### config.mk
export PLATFORM = sky130hd
export DESIGN_NAME = order_preserving_dedup_core
export DESIGN_NICKNAME = d
export VERILOG_FILES = /design/src/opd_pkg.sv /design/src/opd_cell.sv /design/src/opd_hit_reduce.sv /design/src/order_preserving_dedup_core.sv
export SDC_FILE = /design/constraint.sdc
export NUM_CORES = 2
export LEC_CHECK = 0
export BUFFER_PORTS_ARGS = -buffer_cell sky130_fd_sc_hd__buf_4
export CAP_MARGIN = 25
export CORE_MARGIN = 2
export CORE_UTILIZATION = 40
export CTS_CLUSTER_DIAMETER = 40
export DETAILED_ROUTE_END_ITERATION = 12
export GPL_TIMING_DRIVEN = 0
export PLACE_DENSITY = 0.54
export SETUP_SLACK_MARGIN = 0.05
export SYNTH_ARGS = -nofsm -noshare
export SYNTH_HDL_FRONTEND = slang
export SYNTH_SLANG_ARGS = --single-unit
### constraint.sdc
create_clock -name aclk -period 267.4 [get_ports aclk]
set_clock_uncertainty 0.1 [all_clocks]
set_input_delay 13.37 -clock aclk [delete_from_list [all_inputs] [get_ports aclk]]
set_output_delay 13.37 -clock aclk [all_outputs]
set_load 0.05 [all_outputs]
### src/opd_pkg.sv
package opd_pkg;

    localparam int DEPTH      = 64;
    localparam int DATA_WIDTH = 32;
    localparam int VALUE_W    = 32;
    localparam int OUT_CNT_W  = 7;
    localparam int COUNT_W    = $clog2(DEPTH + 1);
    localparam int GROUP      = 8;
    localparam int NGROUP     = (DEPTH + GROUP - 1) / GROUP;

    typedef enum logic [1:0] {
        ST_IDLE,
        ST_CMP,
        ST_RED,
        ST_DEC
    } state_t;

    typedef struct packed {
        logic shift;
        logic compare;
        logic occupied;
    } cell_ctl_t;

endpackage

### src/opd_cell.sv
module opd_cell (
    input  logic                               aclk,
    input  opd_pkg::cell_ctl_t                 ctl,
    input  logic [opd_pkg::DATA_WIDTH-1:0]     key,
    input  logic [opd_pkg::DATA_WIDTH-1:0]     data_in,
    output logic [opd_pkg::DATA_WIDTH-1:0]     data_out,
    output logic                               hit
);

    logic [opd_pkg::DATA_WIDTH-1:0] data_reg;
    logic [opd_pkg::DATA_WIDTH-1:0] data_next;
    logic                           hit_reg;
    logic                           hit_next;

    always_comb begin
        data_next = ctl.shift ? data_in : data_reg;
        hit_next  = ctl.compare ? (ctl.occupied && (data_reg == key)) : hit_reg;
    end

    always_ff @(posedge aclk) begin
        data_reg <= data_next;
        hit_reg  <= hit_next;
    end

    assign data_out = data_reg;
    assign hit      = hit_reg;

endmodule

### src/opd_hit_reduce.sv
module opd_hit_reduce (
    input  logic                       aclk,
    input  logic                       load,
    input  logic [opd_pkg::DEPTH-1:0]  hits,
    output logic                       any_hit
);

    localparam int PAD_W = opd_pkg::NGROUP * opd_pkg::GROUP;

    logic [PAD_W-1:0]            hits_pad;
    logic [opd_pkg::NGROUP-1:0]  part_reg;
    logic [opd_pkg::NGROUP-1:0]  part_next;

    assign hits_pad = PAD_W'(hits);

    always_comb begin
        for (int g = 0; g < opd_pkg::NGROUP; g++) begin
            part_next[g] = load ? |hits_pad[g*opd_pkg::GROUP +: opd_pkg::GROUP] : part_reg[g];
        end
    end

    always_ff @(posedge aclk) begin
        part_reg <= part_next;
    end

    assign any_hit = |part_reg;

endmodule

### src/order_preserving_dedup_core.sv
// An input is registered, then compared, OR-reduced and decided; the result is registered.
// The core takes one item at a time; the input waits while an item is in the
// compare / OR-reduce / decide sequence over the cell row.
// A result held on the output does not block the next input transfer.
// Reset (aresetn low, synchronous): state, count and output valid clear; cell contents
// are not reset and only occupied cells take part in the compare.
module order_preserving_dedup_core (
    input  logic                                   aclk,
    input  logic                                   aresetn,
    input  logic signed [opd_pkg::VALUE_W-1:0]     s_value,
    input  logic                                   s_last,
    input  logic                                   s_valid,
    output logic                                   s_ready,
    output logic signed [opd_pkg::VALUE_W-1:0]     m_item_value,
    output logic                                   m_kept,
    output logic [opd_pkg::OUT_CNT_W-1:0]          m_distinct_count,
    output logic                                   m_overflow,
    output logic                                   m_set_end,
    output logic                                   m_valid,
    input  logic                                   m_ready
);

    localparam int DW = opd_pkg::DATA_WIDTH;
    localparam int CW = opd_pkg::COUNT_W;

    opd_pkg::state_t state_reg, state_next;

    logic [opd_pkg::VALUE_W-1:0] value_reg, value_next;
    logic                        last_reg, last_next;
    logic [CW-1:0]               count_reg, count_next;

    logic [opd_pkg::VALUE_W-1:0] out_value_reg, out_value_next;
    logic                        out_kept_reg, out_kept_next;
    logic [opd_pkg::OUT_CNT_W-1:0] out_count_reg, out_count_next;
    logic                        out_ovf_reg, out_ovf_next;
    logic                        out_end_reg, out_end_next;
    logic                        m_valid_reg, m_valid_next;

    logic          in_xfer;
    logic          dec_fire;
    logic          compare;
    logic          reduce_load;
    logic          any_hit;
    logic          kept;
    logic          ovf;
    logic [CW-1:0] count_upd;
    logic [DW-1:0] key;

    logic [opd_pkg::DEPTH-1:0] hits;
    logic [DW-1:0]             chain [opd_pkg::DEPTH];

    assign key     = DW'($unsigned(value_reg));
    assign in_xfer = s_valid && s_ready;

    always_comb begin
        state_next = state_reg;
        unique case (state_reg)
            opd_pkg::ST_IDLE: if (s_valid) state_next = opd_pkg::ST_CMP;
            opd_pkg::ST_CMP:  state_next = opd_pkg::ST_RED;
            opd_pkg::ST_RED:  state_next = opd_pkg::ST_DEC;
            opd_pkg::ST_DEC:  if (!m_valid_reg || m_ready) state_next = opd_pkg::ST_IDLE;
            default:          state_next = opd_pkg::ST_IDLE;
        endcase
    end

    always_comb begin
        s_ready     = 1'b0;
        compare     = 1'b0;
        reduce_load = 1'b0;
        dec_fire    = 1'b0;
        unique case (state_reg)
            opd_pkg::ST_IDLE: s_ready     = 1'b1;
            opd_pkg::ST_CMP:  compare     = 1'b1;
            opd_pkg::ST_RED:  reduce_load = 1'b1;
            opd_pkg::ST_DEC:  dec_fire    = !m_valid_reg || m_ready;
            default:          s_ready     = 1'b0;
        endcase
    end

    always_comb begin
        kept      = !any_hit && (count_reg < CW'(opd_pkg::DEPTH));
        ovf       = !any_hit && !(count_reg < CW'(opd_pkg::DEPTH));
        count_upd = count_reg + CW'(kept);

        value_next = in_xfer ? $unsigned(s_value) : value_reg;
        last_next  = in_xfer ? s_last : last_reg;
        count_next = count_reg;
        if (dec_fire) begin
            count_next = last_reg ? '0 : count_upd;
        end

        out_value_next = out_value_reg;
        out_kept_next  = out_kept_reg;
        out_count_next = out_count_reg;
        out_ovf_next   = out_ovf_reg;
        out_end_next   = out_end_reg;
        if (dec_fire) begin
            out_value_next = value_reg;
            out_kept_next  = kept;
            out_count_next = opd_pkg::OUT_CNT_W'(count_upd);
            out_ovf_next   = ovf;
            out_end_next   = last_reg;
        end

        m_valid_next = dec_fire ? 1'b1 : (m_ready ? 1'b0 : m_valid_reg);
    end

    always_ff @(posedge aclk) begin
        if (!aresetn) begin
            state_reg   <= opd_pkg::ST_IDLE;
            count_reg   <= '0;
            m_valid_reg <= 1'b0;
        end else begin
            state_reg   <= state_next;
            count_reg   <= count_next;
            m_valid_reg <= m_valid_next;
        end
    end

    always_ff @(posedge aclk) begin
        value_reg     <= value_next;
        last_reg      <= last_next;
        out_value_reg <= out_value_next;
        out_kept_reg  <= out_kept_next;
        out_count_reg <= out_count_next;
        out_ovf_reg   <= out_ovf_next;
        out_end_reg   <= out_end_next;
    end

    // New distinct values enter at cell 0 and push older ones down the row,
    // so cells below count_reg are the occupied ones.
    for (genvar i = 0; i < opd_pkg::DEPTH; i++) begin : g_cell
        opd_pkg::cell_ctl_t ctl;
        logic [DW-1:0]      din;

        assign ctl.shift    = dec_fire && kept;
        assign ctl.compare  = compare;
        assign ctl.occupied = CW'(i) < count_reg;

        if (i == 0) begin : g_head
            assign din = key;
        end else begin : g_body
            assign din = chain[i-1];
        end

        opd_cell u_cell (
            .aclk     (aclk),
            .ctl      (ctl),
            .key      (key),
            .data_in  (din),
            .data_out (chain[i]),
            .hit      (hits[i])
        );
    end

    opd_hit_reduce u_reduce (
        .aclk    (aclk),
        .load    (reduce_load),
        .hits    (hits),
        .any_hit (any_hit)
    );

    assign m_item_value     = $signed(out_value_reg);
    assign m_kept           = out_kept_reg;
    assign m_distinct_count = out_count_reg;
    assign m_overflow       = out_ovf_reg;
    assign m_set_end        = out_end_reg;
    assign m_valid          = m_valid_reg;

endmodule

==> results.md <==
* Status: finished clean
* DR WL met2 at approximately 170000 µm
* Seq cells post-synth at about 2200
* Post-Syn Nets at 5427
* Initial antenna violation count at 22
* Via/cell ratio at slightly below 6
* Cell Pwr Density at between 9 and 10 nW/µm²
* Routed vias at 55600
* Clock transition at the registers of the reported paths at roughly 0.06 ns
* Worst-path maximum fanout at 13
* CP peak stage delay at about 0.26 ns
* Dpl hpwl at between 200000 and 300000 µm
* CP bufs+invs at 18
* Slowest-stage cell, CP: clkbuf_1
* H-tree levels at 5
* Period utilisation layout at approximately 6.3%
* FMAX at 0.0598 GHz
* DRT iter0 DRCs at 9506
* Post-synth EDFFs at about 2200
* Synth Area per Inst at ~17 µm²
* Crit Path Class: in2reg
* Asr flop ratio synth at 0%
* Clock sink count at around 2200
* Die width at 482 µm
* Cell row count at about 180
* Final Slew Violations at 0
* Wirelength per Cell at 42.8 µm
* DR DRC count at 0
* Placed Cells at slightly below 9000
* Post-CTS resize count at 0
* Synth top cells by count: edfxtp_1, xor2_1, nor4_1, xnor2_1, buf_2
* Final wirelength at between 300000 and 400000 µm
* Synth top area cells: edfxtp_1, xor2_1, nor4_1
* Crit-path most repeated cell: buf_6
* Wl on met1 at approximately 150000 µm
* Relative slew slack at about 16%
* Clk buf depth at 4
* Mapped Area at a little over 90000 µm²
* Synth top area share at between 70% and 80%
* Root Driver: clkbuf_16
* Largest net degree at the start of global routing at 39
* CTS tree: built
* Gr ovfl total at 0
* Total power at around 1.1 mW
* Worst-Skew Late Latency at 1.00 ns
* Post-Syn Instances at 5384
* Gr usage total at 34.1%
* Startpoint types: input port
* Io pins at 81
* Post-CTS Repair Setup Buffers at 0
* Die height at 482 µm
* # hold bufs at CTS at 0
* Max Cap Viol at 0
* Global-route wire length before repair at between 500000 and 600000 µm
* Gpl congestion at 0.957
* Die area at 232000 µm²
* Post-synthesis sequential area ratio at about 72%
* Vias in the first global route at about 53000
* Fillers at approximately 19000
* Most used DFF post-synth: edfxtp_1
* Yosys top cell by area: edfxtp_1
* Util after Layout at between 40 and 50%
* DP Area at roughly 100000 µm²
* Final Critical Period at around 17 ns
* Hold WS at 0.310 ns
* Worst slack, placed at 249.33 ns
* Fin area at roughly 110000 µm²
* Largest delay contributor family on the critical path: buffers and inverters
* Fin worst setup slack at 250.68 ns
* VDD IR max at 0.00644 mV
* Worst Setup End Kind: flip-flop
* Fin nets at 6077
* Port Buffers at 80
* Final setup fails at 0
* Leak Pwr at between 30 and 40 nW
* Slew @ Worst Pin at around 1.3 ns
* Max reg flops at just over 2000
* CP arrival at 17.23 ns
* Top-count cell post-synth: edfxtp_1
* Yosys cell types at 48
* Fraction of layout cells with a size suffix above 1 at approximately 18%
* Num CTS Buffers at between 300 and 400
* Initial Util at 40.2%
* Warnings, synthesis at 0
* Max Used Layer: met5
* Critical-path cell list: buf_4 -> nor2b_1 -> nand2b_1 -> clkbuf_1 -> nor3_2 -> buf_6 -> buf_6 -> buf_8 -> buf_6 -> buf_4 -> buf_6 -> buf_6 -> buf_6 -> buf_6 -> buf_6 -> buf_6 -> buf_6 -> buf_6 -> buf_6 -> buf_6 -> buf_6
* Core footprint at around 230000 µm²
* Met3 WL post-DR at approximately 45000 µm
* RSZ-0062 raised after global routing: false
* CP Data Required Time at 267.91 ns
* First-pass detailed-route iteration total at 8
* Worst min path class: reg2reg
* Setup TNS at 0 ns
* Post-DRT Antenna Nets at 0
* Final count of hold timing violations at 0
* Non-filler instance count after layout at ~9300
* Layout area overhead at 20.5%
-- layout make-up --
type / count / area, µm² / share of cell area [%]
flip-flops and latches: 2205 / 66100 / 60.1
clock inverters: 236 / 2550 / 2.32
multi-input cells: 2930 / 23500 / 21.3
repair buffers: 297 / 3260 / 2.97
diodes: 12 / 30.0 / 0.0273
plain buffers: 241 / 1710 / 1.56
inverters: 8 / 30.0 / 0.0273
well taps: 3009 / 3760 / 3.42
clock buffers: 389 / 9070 / 8.25
-- cell usage in the layout (no fill, tap or decap), types with 11 or more instances in the layout --
| cell type | instances |
|---|---|
| o2111ai_1 | 28 |
| clkbuf_16 | 358 |
| buf_12 | 16 |
| inv_6 | 45 |
| buf_6 | 229 |
| nand2_1 | 26 |
| nor4_1 | 470 |
| clkinvlp_4 | 48 |
| clkbuf_1 | 36 |
| nor3_1 | 79 |
| bufinv_16 | 37 |
| xnor2_1 | 182 |
| nor2_1 | 13 |
| diode_2 | 12 |
| clkinv_4 | 27 |
| clkinv_1 | 36 |
| edfxtp_1 | 2195 |
| xor2_1 | 1872 |
| nand3_1 | 64 |
| buf_4 | 135 |
| buf_2 | 128 |
| nand4_1 | 107 |
| clkinv_2 | 36 |
| buf_8 | 19 |
| a21oi_1 | 11 |
-- where the power goes --
group | leakage (nW) | switching [mW] | total [mW] | internal (mW)
Sequential | 18.2 | 0.00330 | 0.386 | 0.383
Clock | 5.55 | 0.176 | 0.459 | 0.283
Combinational | 11.4 | 0.165 | 0.212 | 0.0472
-- cells by family (layout without fill, tap and decap cells) --
group,count (synthesis),count (layout),share of synthesized area [%]
DFF,2205,2205,72.4
xor gates and xnor gates,2054,2054,19.7
and+or+nand+nor,787,787,5.11
buffers and inverters,249,1171,1.91
AOI/OAI and AO/OA,82,82,0.746
adders and majority gates,6,6,0.0822
muxes,1,1,0.0110
other,0,12,0
-- worst paths after layout --
check / start / end / slack, ns / cells past startpoint
hold reg to reg: g_cell[13].u_cell.data_out[25]$_DFFE_PP_ / g_cell[14].u_cell.data_out[25]$_DFFE_PP_ / 0.31 / 0
setup reg to reg: count_reg[6]$_SDFFE_PN0P_ / g_cell[16].u_cell.data_out[16]$_DFFE_PP_ / 262.50 / 20
hold / removal: g_cell[13].u_cell.data_out[25]$_DFFE_PP_ / g_cell[14].u_cell.data_out[25]$_DFFE_PP_ / 0.31 / 0
setup / recovery: m_ready / g_cell[16].u_cell.data_out[16]$_DFFE_PP_ / 250.68 / 21
-- layer usage --
| layer | global-route usage [%] | vias up |
|---|---|---|
| met5 | 0 | - |
| met4 | 22.5 | 12 |
| met3 | 10.2 | 1081 |
| met2 | 50.6 | 4218 |
| met1 | 43.1 | 28900 |
| li1 | - | 21400 |
Power figures use the tool's default switching activity.
